[config.mk]
export PLATFORM = sky130hd
export DESIGN_NAME = message_fifo_with_cancel_flat
export DESIGN_NICKNAME = d
export VERILOG_FILES = /design/src/hw/rtl/mfc_pkg.sv /design/src/hw/rtl/mfc_req_if.sv /design/src/hw/rtl/mfc_rsp_if.sv /design/src/hw/rtl/mfc_ram.sv /design/src/hw/rtl/message_fifo_with_cancel.sv /design/src/flat_wrapper.sv
export SDC_FILE = /design/constraint.sdc
export NUM_CORES = 1
export LEC_CHECK = 0
export ABC_AREA = 1
export CAP_MARGIN = 20
export CORE_UTILIZATION = 33
export DETAILED_ROUTE_END_ITERATION = 6
export DONT_BUFFER_PORTS = 1
export HOLD_SLACK_MARGIN = 0.12
export PLACE_DENSITY = 0.53
export RECOVER_POWER = 25
export SYNTH_ARGS = -nofsm -noshare
export SYNTH_HDL_FRONTEND = slang
export SYNTH_HIERARCHICAL = 1
export SYNTH_SLANG_ARGS = --single-unit
[constraint.sdc]
create_clock -name i_clk -period 5.5 [get_ports i_clk]
set_input_delay 0 -clock i_clk [delete_from_list [all_inputs] [get_ports i_clk]]
set_output_delay 0 -clock i_clk [all_outputs]
set_load 0.01 [all_outputs]
[src/hw/rtl/mfc_pkg.sv]
`timescale 1ns / 1ps
// ----------------------------------------------------------------------------
// Message FIFO package
// Shared widths, command and status codes, and the stored entry layout.
// ----------------------------------------------------------------------------
package mfc_pkg;

    // Default queue depth
    localparam int QUEUE_DEPTH_DEF = 16;

    // Field widths
    localparam int CMD_W    = 3;
    localparam int PROC_W   = 8;
    localparam int MSG_W    = 16;
    localparam int ARG_W    = 32;
    localparam int STATUS_W = 2;

    // Command codes
    typedef enum logic [CMD_W-1:0] {
        CMD_STORE  = 3'd0,
        CMD_POP    = 3'd1,
        CMD_CANCEL = 3'd2,
        CMD_QUERY  = 3'd3,
        CMD_FLUSH  = 3'd4
    } t_cmd;

    // Status codes
    localparam logic [STATUS_W-1:0] ST_OK    = 2'd0;
    localparam logic [STATUS_W-1:0] ST_FULL  = 2'd1;
    localparam logic [STATUS_W-1:0] ST_EMPTY = 2'd2;

    // One stored message
    typedef struct packed {
        logic [PROC_W-1:0] process_id;
        logic [MSG_W-1:0]  msg_id;
        logic [ARG_W-1:0]  arg_handle;
    } t_entry;

    // One response
    typedef struct packed {
        logic [STATUS_W-1:0] status;
        logic                found;
        logic                deliver;
        logic                free_arg;
        logic [PROC_W-1:0]   out_process;
        logic [MSG_W-1:0]    out_msg;
        logic [ARG_W-1:0]    out_arg;
    } t_result;

endpackage

[src/hw/rtl/mfc_req_if.sv]
`timescale 1ns / 1ps
// ----------------------------------------------------------------------------
// Message FIFO request channel
// Valid/ready channel carrying one command and its operands.
// ----------------------------------------------------------------------------
interface mfc_req_if
    import mfc_pkg::*;
();
    logic              valid;
    logic              ready;
    logic [CMD_W-1:0]  command;
    logic [PROC_W-1:0] process_id;
    logic [MSG_W-1:0]  msg_id;
    logic [ARG_W-1:0]  arg_handle;

    modport source (output valid, command, process_id, msg_id, arg_handle, input ready);
    modport sink   (input valid, command, process_id, msg_id, arg_handle, output ready);
endinterface

[src/hw/rtl/mfc_rsp_if.sv]
`timescale 1ns / 1ps
// ----------------------------------------------------------------------------
// Message FIFO response channel
// Valid/ready channel carrying one response per command.
// ----------------------------------------------------------------------------
interface mfc_rsp_if
    import mfc_pkg::*;
();
    logic                valid;
    logic                ready;
    logic [STATUS_W-1:0] status;
    logic                found;
    logic                deliver;
    logic                free_arg;
    logic [PROC_W-1:0]   out_process;
    logic [MSG_W-1:0]    out_msg;
    logic [ARG_W-1:0]    out_arg;

    modport source (output valid, status, found, deliver, free_arg, out_process, out_msg,
                    out_arg, input ready);
    modport sink   (input valid, status, found, deliver, free_arg, out_process, out_msg,
                    out_arg, output ready);
endinterface

[src/hw/rtl/mfc_ram.sv]
`timescale 1ns / 1ps
// ----------------------------------------------------------------------------
// Message FIFO entry RAM
// Simple dual-port RAM, one write and one read port, registered read data.
// ----------------------------------------------------------------------------
module mfc_ram
    import mfc_pkg::*;
#(
    parameter int  QUEUE_DEPTH = QUEUE_DEPTH_DEF,
    localparam int IDX_W       = $clog2(QUEUE_DEPTH)
) (
    input  logic             i_clk,
    input  logic             i_wr_en,
    input  logic [IDX_W-1:0] i_wr_addr,
    input  t_entry           i_wr_data,
    input  logic             i_rd_en,
    input  logic [IDX_W-1:0] i_rd_addr,
    output t_entry           o_rd_data
);

    t_entry r_mem [QUEUE_DEPTH];
    t_entry r_rd_data;

    // Write port
    always_ff @(posedge i_clk) begin
        if (i_wr_en) begin
            r_mem[i_wr_addr] <= i_wr_data;
        end
    end

    // Read port, registered read data
    always_ff @(posedge i_clk) begin
        if (i_rd_en) begin
            r_rd_data <= r_mem[i_rd_addr];
        end
    end

    assign o_rd_data = r_rd_data;

endmodule

[src/hw/rtl/message_fifo_with_cancel.sv]
`timescale 1ns / 1ps
// ----------------------------------------------------------------------------
// Message FIFO with cancel
// Bounded queue of messages with store, pop, cancel, query and flush commands.
//
// Usage:
//   i_req carries one command per transfer; o_rsp returns exactly one
//   response per command, in command order. Commands are handled one at a
//   time: i_req.ready is high only while the controller is idle.
//   Entries live in a RAM with one read port and registered read data.
//   Store, failed pop and unused codes go from idle straight to the output
//   state; a pop first reads the head entry (S_POP); cancel, query and
//   flush first scan every stored entry (S_SCAN). The scan reads each
//   stored entry once; cancel and flush write a matching entry back with
//   its message id cleared in the cycle after its read. With the receiver
//   ready, the next command transfers on the same edge as the response.
//   While the receiver stalls, the next command is still taken and
//   processed; its response waits for the output register to free up and
//   i_req stays stalled until then.
//   Synchronous reset empties the queue (head, tail and count to zero); the
//   RAM is not cleared, as only stored entries are ever read.
// ----------------------------------------------------------------------------
module message_fifo_with_cancel
    import mfc_pkg::*;
#(
    parameter int QUEUE_DEPTH = QUEUE_DEPTH_DEF
) (
    input  logic          i_clk,
    input  logic          i_rst_n,
    mfc_req_if.sink       i_req,
    mfc_rsp_if.source     o_rsp
);

    localparam int IDX_W = $clog2(QUEUE_DEPTH);
    localparam int CNT_W = $clog2(QUEUE_DEPTH + 1);
    localparam int SUM_W = CNT_W + 1;

    typedef enum logic [1:0] {
        S_IDLE,
        S_POP,
        S_SCAN,
        S_OUT
    } t_state;

    t_state           r_state;
    logic [IDX_W-1:0] r_head;
    logic [IDX_W-1:0] r_tail;
    logic [CNT_W-1:0] r_count;

    // Scan control
    logic [IDX_W-1:0] r_idx;
    logic [CNT_W-1:0] r_left;
    logic             r_rd_pend;
    logic [IDX_W-1:0] r_rd_slot;
    logic             r_hit;

    // Latched command operands
    t_cmd              r_cmd;
    logic [PROC_W-1:0] r_proc;
    logic [MSG_W-1:0]  r_msg;

    // Pending and output responses
    t_result r_res;
    t_result r_out;
    logic    r_out_valid;

    // RAM ports
    logic             w_wr_en;
    logic [IDX_W-1:0] w_wr_addr;
    t_entry           w_wr_data;
    logic             w_rd_en;
    logic [IDX_W-1:0] w_rd_addr;
    t_entry           w_rd_data;

    logic    w_accept;
    logic    w_full;
    logic    w_empty;
    logic    w_proc_match;
    logic    w_msg_match;
    logic    w_modify;
    logic    w_hit;
    logic    w_scan_done;
    t_cmd    w_in_cmd;
    t_result w_res_init;

    function automatic logic [IDX_W-1:0] next_slot(input logic [IDX_W-1:0] idx);
        return (idx == IDX_W'(QUEUE_DEPTH - 1)) ? '0 : idx + 1'b1;
    endfunction

    // Handshake and queue status
    assign i_req.ready = (r_state == S_IDLE);
    assign w_accept    = i_req.valid && i_req.ready;
    assign w_in_cmd    = t_cmd'(i_req.command);
    assign w_full      = (r_count == CNT_W'(QUEUE_DEPTH));
    assign w_empty     = (r_count == '0);

    // Response seed at request time: full store and empty pop report status
    always_comb begin
        w_res_init = '0;
        if ((w_in_cmd == CMD_STORE) && w_full) begin
            w_res_init.status = ST_FULL;
        end
        if ((w_in_cmd == CMD_POP) && w_empty) begin
            w_res_init.status = ST_EMPTY;
        end
    end

    // Compare of the entry read back during a scan
    assign w_proc_match = (w_rd_data.process_id == r_proc);
    assign w_msg_match  = (w_rd_data.msg_id == r_msg);
    assign w_modify     = w_proc_match
                       && ((r_cmd == CMD_FLUSH) || ((r_cmd == CMD_CANCEL) && w_msg_match));
    assign w_hit        = w_proc_match && w_msg_match && (r_cmd == CMD_QUERY);
    assign w_scan_done  = (r_left == '0) && !r_rd_pend;

    // RAM port muxing: stores and pop reads at request time, scan reads and
    // write-backs while scanning
    always_comb begin
        w_wr_en   = 1'b0;
        w_wr_addr = r_tail;
        w_wr_data = '{process_id: i_req.process_id, msg_id: i_req.msg_id,
                      arg_handle: i_req.arg_handle};
        w_rd_en   = 1'b0;
        w_rd_addr = r_idx;
        if (w_accept && (w_in_cmd == CMD_STORE) && !w_full) begin
            w_wr_en = 1'b1;
        end
        if (w_accept && (w_in_cmd == CMD_POP) && !w_empty) begin
            w_rd_en   = 1'b1;
            w_rd_addr = r_head;
        end
        if ((r_state == S_SCAN) && (r_left != '0)) begin
            w_rd_en = 1'b1;
        end
        if ((r_state == S_SCAN) && r_rd_pend && w_modify) begin
            w_wr_en   = 1'b1;
            w_wr_addr = r_rd_slot;
            w_wr_data = '{process_id: w_rd_data.process_id, msg_id: '0,
                          arg_handle: w_rd_data.arg_handle};
        end
    end

    mfc_ram #(
        .QUEUE_DEPTH (QUEUE_DEPTH)
    ) u_ram (
        .i_clk     (i_clk),
        .i_wr_en   (w_wr_en),
        .i_wr_addr (w_wr_addr),
        .i_wr_data (w_wr_data),
        .i_rd_en   (w_rd_en),
        .i_rd_addr (w_rd_addr),
        .o_rd_data (w_rd_data)
    );

    // Controller: state, queue pointers and response registers
    always_ff @(posedge i_clk) begin
        if (!i_rst_n) begin
            r_state     <= S_IDLE;
            r_head      <= '0;
            r_tail      <= '0;
            r_count     <= '0;
            r_left      <= '0;
            r_rd_pend   <= 1'b0;
            r_hit       <= 1'b0;
            r_out_valid <= 1'b0;
        end else begin
            // output transfer; S_OUT reloads the register itself
            if (r_out_valid && o_rsp.ready && (r_state != S_OUT)) begin
                r_out_valid <= 1'b0;
            end
            unique case (r_state)
                S_IDLE: begin
                    if (w_accept) begin
                        r_cmd  <= w_in_cmd;
                        r_proc <= i_req.process_id;
                        r_msg  <= i_req.msg_id;
                        r_res  <= w_res_init;
                        case (w_in_cmd) inside
                            CMD_STORE: begin
                                if (!w_full) begin
                                    r_tail  <= next_slot(r_tail);
                                    r_count <= r_count + 1'b1;
                                end
                                r_state <= S_OUT;
                            end
                            CMD_POP: begin
                                if (w_empty) begin
                                    r_state <= S_OUT;
                                end else begin
                                    r_state <= S_POP;
                                end
                            end
                            CMD_CANCEL, CMD_QUERY, CMD_FLUSH: begin
                                r_idx     <= r_head;
                                r_left    <= r_count;
                                r_rd_pend <= 1'b0;
                                r_hit     <= 1'b0;
                                r_state   <= S_SCAN;
                            end
                            default: begin
                                r_state <= S_OUT;
                            end
                        endcase
                    end
                end
                S_POP: begin
                    r_res.deliver     <= (w_rd_data.process_id != '0)
                                      && (w_rd_data.msg_id != '0);
                    r_res.free_arg    <= (w_rd_data.arg_handle != '0);
                    r_res.out_process <= w_rd_data.process_id;
                    r_res.out_msg     <= w_rd_data.msg_id;
                    r_res.out_arg     <= w_rd_data.arg_handle;
                    r_head            <= next_slot(r_head);
                    r_count           <= r_count - 1'b1;
                    r_state           <= S_OUT;
                end
                S_SCAN: begin
                    // read one entry per cycle, compare it the cycle after
                    r_rd_pend <= (r_left != '0);
                    r_rd_slot <= r_idx;
                    if (r_left != '0) begin
                        r_idx  <= next_slot(r_idx);
                        r_left <= r_left - 1'b1;
                    end
                    if (r_rd_pend && w_hit) begin
                        r_hit <= 1'b1;
                    end
                    if (w_scan_done) begin
                        r_res.found <= (r_cmd == CMD_QUERY) && r_hit;
                        r_state     <= S_OUT;
                    end
                end
                S_OUT: begin
                    if (!r_out_valid || o_rsp.ready) begin
                        r_out       <= r_res;
                        r_out_valid <= 1'b1;
                        r_state     <= S_IDLE;
                    end
                end
                default: begin
                    r_state <= S_IDLE;
                end
            endcase
        end
    end

    // Response channel
    assign o_rsp.valid       = r_out_valid;
    assign o_rsp.status      = r_out.status;
    assign o_rsp.found       = r_out.found;
    assign o_rsp.deliver     = r_out.deliver;
    assign o_rsp.free_arg    = r_out.free_arg;
    assign o_rsp.out_process = r_out.out_process;
    assign o_rsp.out_msg     = r_out.out_msg;
    assign o_rsp.out_arg     = r_out.out_arg;

`ifndef ASSERT_OFF
    // Entry count never exceeds the queue depth
    a_count_bound: assert property (@(posedge i_clk) disable iff (!i_rst_n)
        r_count <= CNT_W'(QUEUE_DEPTH))
        else $error("entry count above queue depth");

    // Tail is always head plus count, modulo the depth
    a_ptr_consistent: assert property (@(posedge i_clk) disable iff (!i_rst_n)
        ((SUM_W'(r_head) + SUM_W'(r_count)) == SUM_W'(r_tail))
        || ((SUM_W'(r_head) + SUM_W'(r_count)) == (SUM_W'(r_tail) + SUM_W'(QUEUE_DEPTH))))
        else $error("head, tail and count out of step");

    // RAM writes come only from a store transfer or a scan write-back
    a_write_source: assert property (@(posedge i_clk) disable iff (!i_rst_n)
        w_wr_en |-> ((r_state == S_IDLE) && w_accept)
                 || ((r_state == S_SCAN) && r_rd_pend))
        else $error("unexpected RAM write");

    // A finished scan enters S_OUT in the next cycle
    a_scan_exit: assert property (@(posedge i_clk) disable iff (!i_rst_n)
        ((r_state == S_SCAN) && w_scan_done) |=> (r_state == S_OUT))
        else $error("scan did not complete");
`endif

endmodule
[src/flat_wrapper.sv]
// flat-port wrapper written by rule: the top's interface ports become plain ports
module message_fifo_with_cancel_flat import mfc_pkg::*;
#(
    parameter int QUEUE_DEPTH = QUEUE_DEPTH_DEF
)
  (i_clk, i_rst_n, i_req_valid, i_req_command, i_req_process_id, i_req_msg_id, i_req_arg_handle, i_req_ready, o_rsp_valid, o_rsp_status, o_rsp_found, o_rsp_deliver, o_rsp_free_arg, o_rsp_out_process, o_rsp_out_msg, o_rsp_out_arg, o_rsp_ready);
  mfc_req_if i_req_i ();
  mfc_rsp_if o_rsp_i ();
  input  logic i_clk;
  input  logic i_rst_n;
  input wire logic [$bits(i_req_i.valid)-1:0] i_req_valid;
  input wire logic [$bits(i_req_i.command)-1:0] i_req_command;
  input wire logic [$bits(i_req_i.process_id)-1:0] i_req_process_id;
  input wire logic [$bits(i_req_i.msg_id)-1:0] i_req_msg_id;
  input wire logic [$bits(i_req_i.arg_handle)-1:0] i_req_arg_handle;
  output wire logic [$bits(i_req_i.ready)-1:0] i_req_ready;
  output wire logic [$bits(o_rsp_i.valid)-1:0] o_rsp_valid;
  output wire logic [$bits(o_rsp_i.status)-1:0] o_rsp_status;
  output wire logic [$bits(o_rsp_i.found)-1:0] o_rsp_found;
  output wire logic [$bits(o_rsp_i.deliver)-1:0] o_rsp_deliver;
  output wire logic [$bits(o_rsp_i.free_arg)-1:0] o_rsp_free_arg;
  output wire logic [$bits(o_rsp_i.out_process)-1:0] o_rsp_out_process;
  output wire logic [$bits(o_rsp_i.out_msg)-1:0] o_rsp_out_msg;
  output wire logic [$bits(o_rsp_i.out_arg)-1:0] o_rsp_out_arg;
  input wire logic [$bits(o_rsp_i.ready)-1:0] o_rsp_ready;
  assign i_req_i.valid = i_req_valid;
  assign i_req_i.command = i_req_command;
  assign i_req_i.process_id = i_req_process_id;
  assign i_req_i.msg_id = i_req_msg_id;
  assign i_req_i.arg_handle = i_req_arg_handle;
  assign i_req_ready = i_req_i.ready;
  assign o_rsp_valid = o_rsp_i.valid;
  assign o_rsp_status = o_rsp_i.status;
  assign o_rsp_found = o_rsp_i.found;
  assign o_rsp_deliver = o_rsp_i.deliver;
  assign o_rsp_free_arg = o_rsp_i.free_arg;
  assign o_rsp_out_process = o_rsp_i.out_process;
  assign o_rsp_out_msg = o_rsp_i.out_msg;
  assign o_rsp_out_arg = o_rsp_i.out_arg;
  assign o_rsp_i.ready = o_rsp_ready;
  message_fifo_with_cancel #(.QUEUE_DEPTH(QUEUE_DEPTH)) u_core (.i_clk(i_clk), .i_rst_n(i_rst_n), .i_req(i_req_i), .o_rsp(o_rsp_i));
endmodule
==> flow_summary_export.csv <==
group,metric,value,unit
clocking,cts_buffers,118,
timing,setup_tns,0,ns
synth,netlist_top_cells_area,"edfxtp_1 (69%), nand2_1 (11%), nand3_1 (7.5%)",
global_routing,overflow,0,
setup_path,reg2regPathDepth,12,
clocking,clock-sinks,1132,
status,violations,"max-capacitance violations, max-slew violations",
setup_path,r2r_end,"u_core/u_ram/r_mem[0][37]",
power_and_ir_drop,total_power,21620,uW
timing,holdWs,0.2887,ns
global_routing,grt_pass1_wl,191700,um
routing,wl_per_cell,19.44,um
clocking,cts_root_buf,"clkbuf_16",
global_routing,grt_pass1_vias,29620,
setup_path,cpPeakStageDelay,0.69,ns
placed_design,port_buffers,0,
routing,drc,0,
placed_design,dp_hpwl,68960,um
setup_path,endpoint,"u_core/u_ram/r_mem[0][37]",
power_and_ir_drop,powerDensity,394.4,mW/mm^2
status,status,"complete, but fails checks",
setup_path,crit_path_max_fanout,34,
routing,vias,30770,
timing,maxSlewViolCount,192,
floorplan,boundaryPins,126,
timing,worstMarginPinSlew,3.071,ns
setup_path,worst-path-stages,12,
setup_path,start_kind,"flip-flop",
synth,synth_seq_area_share,69.94,%
clocking,post_cts_resized,0,
routing,dr.pass1.iters,5,
setup_path,path_cells,"inv_1 -> ha_1 -> nand2_1 -> or2_0 -> nor3_1 -> nand2_2 -> nand2_1 -> nand2_1 -> inv_1 -> nand2_1 -> nor2_4 -> buf_4",
setup_path,crit_start,"u_core/r_state[0]",
timing,finClkSkew,0.03549,ns
synth,synth.cell_area,0.04827,mm^2
setup_path,path_delay_family,"simple AND/OR/NAND/NOR gates",
setup_path,crit_type,"flip-flop to flip-flop",
floorplan,dieArea,0.1478,mm^2
timing,period_needed,4.495,ns
power_and_ir_drop,p_leak,0.02257,uW
hold_path,holdCritPathClass,"input port to flip-flop",
run,cap_violations,5,
power_and_ir_drop,irDropWorstVdd,0.3000,mV
floorplan,die_h,384.5,um
clocking,cts_tree,"done",
setup_path,path_common_cell,"nand2_1",
timing,grt_setup_unrepaired,"no",
setup_path,end_kind,"flip-flop",
global_routing,antenna_found_initial,14,
final_layout,syn_to_final_growth,13.60,%
setup_path,worstPathBufferInverterCount,3,
timing,timing.final.crit_share,81.73,%
clocking,cts_buffer_depth,3,
clocking,h-tree-depth,3,
clocking,postCtsSetupBuffers,0,
synth,ys.flop_type,"edfxtp_1",
setup_path,crit_required,5.88,ns
routing,wirelength,127700,um
timing,slew_headroom,-104.7,%
timing,final-setup-viol-count,0,
floorplan,die_w,384.5,um
placed_design,gp_congestion,0.7778,
synth,synth_largest_area_cell,"edfxtp_1",
clocking,path_clk_slew,0.06,ns
setup_path,ff2ff_setup_slack,1.00,ns
global_routing,grt_use_total,17.20,%
synth,ys_async_sr_fraction,0,%
final_layout,fin_nets,4642,
synth,synth_common_cells,"nand2_1 (1,417), edfxtp_1 (1,109), inv_1 (797)",
clocking,clk_latency,0.75,ns
floorplan,core_area,0.1444,mm^2
synth,ys_warn_count,6,
final_layout,n_fill_cell,14020,
clocking,ctsHoldBuffers,90,
routing,vias_per_cell,4.683,
synth,avgSynthCellArea,10.73,um^2
setup_path,arrival,4.88,ns
synth,synth_edf_count,1109,
floorplan,rows,139,
floorplan,start_util,33.44,%
setup_path,crit-reg2reg-launch,"u_core/r_state[0]",
timing,hold_viol,0,
routing,ant_nets,0,
synth,synth.distinct_cells,36,
synth,synth_seq_cells,1132,
routing,drt_iter0_drc,2611,
timing,fmax,0.2225,GHz
global_routing,grt_max_degree,178,
synth,syn_inst,4498,
setup_path,cp_slowest_cell,"nor2_4",
synth,synth.most_common_cell,"nand2_1",
synth,yosys.area.top_type_share,68.99,%
final_layout,drive_gt1_share,5.360,%
synth,syn-num-nets,4573,
worst min-delay path, stage by stage:
cell and delay [ns]:
dlygate4sd3_1 0.57, nor2_1 0.11, nor3_1 0.08, inv_1 0.05, a21oi_1 0.05, a21oi_1 0.12
cell families after synthesis:
group	share of synthesized area, %
flip-flops	69.94
AO/OA/AOI/OAI	0.9073
XOR/XNOR	0.2177
AND/OR/NAND/NOR	19.57
adder cells (fa/ha/maj)	0.3266
buffers and inverters	9.033
per-stage QoR:
stage               utilization (%)  std cells  setup slack, ns  instance area (um^2)
floorplan                         -       4498           0.2261                 48270
global placement              34.85       6257            1.130                 50310
detailed placement            34.87       6259            1.033                 50330
CTS                           38.04       6566            1.023                 54910
global route                  37.98       6569           0.6193                 54830
finish                        37.99       6570            1.005                 54830
cells in the final DEF (no fill, tap or decap), types with 3 or more instances in the layout:
| cell type | n |
|---|---|
| diode_2 | 3 |
| dfxtp_1 | 23 |
| nand3b_1 | 3 |
| buf_12 | 20 |
| nor3_1 | 7 |
| nor4_1 | 13 |
| edfxtp_1 | 1109 |
| nand4_1 | 5 |
| inv_1 | 795 |
| nor2_1 | 61 |
| clkbuf_1 | 39 |
| inv_6 | 4 |
| o22ai_1 | 4 |
| buf_4 | 39 |
| bufinv_16 | 9 |
| xor2_1 | 10 |
| clkinvlp_4 | 4 |
| nand3_1 | 727 |
| clkinv_1 | 29 |
| clkinv_2 | 21 |
| clkbuf_16 | 118 |
| ha_1 | 11 |
| a21boi_0 | 16 |
| clkinv_8 | 3 |
| a21oi_1 | 24 |
| nor2_4 | 16 |
| nand2_1 | 1416 |
| o21ai_4 | 4 |
| o21ai_0 | 22 |
| dlygate4sd3_1 | 90 |
where the power goes:
group          total [uW]  switching [uW]  internal (uW)
Clock                7710            3360           4350
Combinational        3600            2640            960
Sequential          10300             290          10000
state kept, by name (all words and copies together), names as in the netlist, 2 cells and up:
| name | count |
|---|---|
| u_core/u_ram/r_mem | 896 |
| u_core/r_res | 61 |
| u_core/u_ram/o_rd_data | 56 |
| u_core/o_rsp.out_arg | 32 |
| u_core/o_rsp.out_msg | 16 |
| u_core/r_msg | 16 |
| u_core/o_rsp.out_process | 8 |
| u_core/r_proc | 8 |
| u_core/r_count | 5 |
| u_core/r_left | 5 |
| u_core/r_head | 4 |
| u_core/r_idx | 4 |
| u_core/r_rd_slot | 4 |
| u_core/r_tail | 4 |
| u_core/r_cmd | 3 |
| u_core/o_rsp.status | 2 |
| u_core/r_state | 2 |
routing by layer:
metal / global-route usage, % / vias up / share of wire [%]
met5: 0 / - / 0.067
met2: 27.08 / 933 / 46
met1: 24.50 / 14880 / 46
li1: - / 14770 / -
met3: 2.944 / 175 / 6.6
met4: 4.387 / 12 / 1.9
area by class of cell:
cell class	instances	area, um^2	share of cell area [%]
Clock inverter	72	626.9	1.143
Clock buffer	145	3054	5.570
Antenna cell	3	7.507	0.01369
Sequential cell	1132	33760	61.57
Multi-Input combinational cell	2352	10320	18.82
Timing Repair Buffer	162	1644	2.998
Inverter	801	3038	5.540
Tap cell	1903	2381	4.342
how the worst min path moves through the flow:
stage                              endpoint  slack (ns)        startpoint  cells after the start
after global routing      u_core/r_state[0]        0.29       i_req_valid                      6
after detailed placement    u_core/r_cmd[0]         0.1  i_req_command[0]                      0
after global placement      u_core/r_cmd[0]         0.1  i_req_command[0]                      0
after floorplan             u_core/r_cmd[0]         0.1  i_req_command[0]                      0
final                     u_core/r_state[0]        0.29       i_req_valid                      6
after CTS                 u_core/r_state[0]        0.21       i_req_valid                      6
No activity file was read; power rests on OpenSTA's default activity.
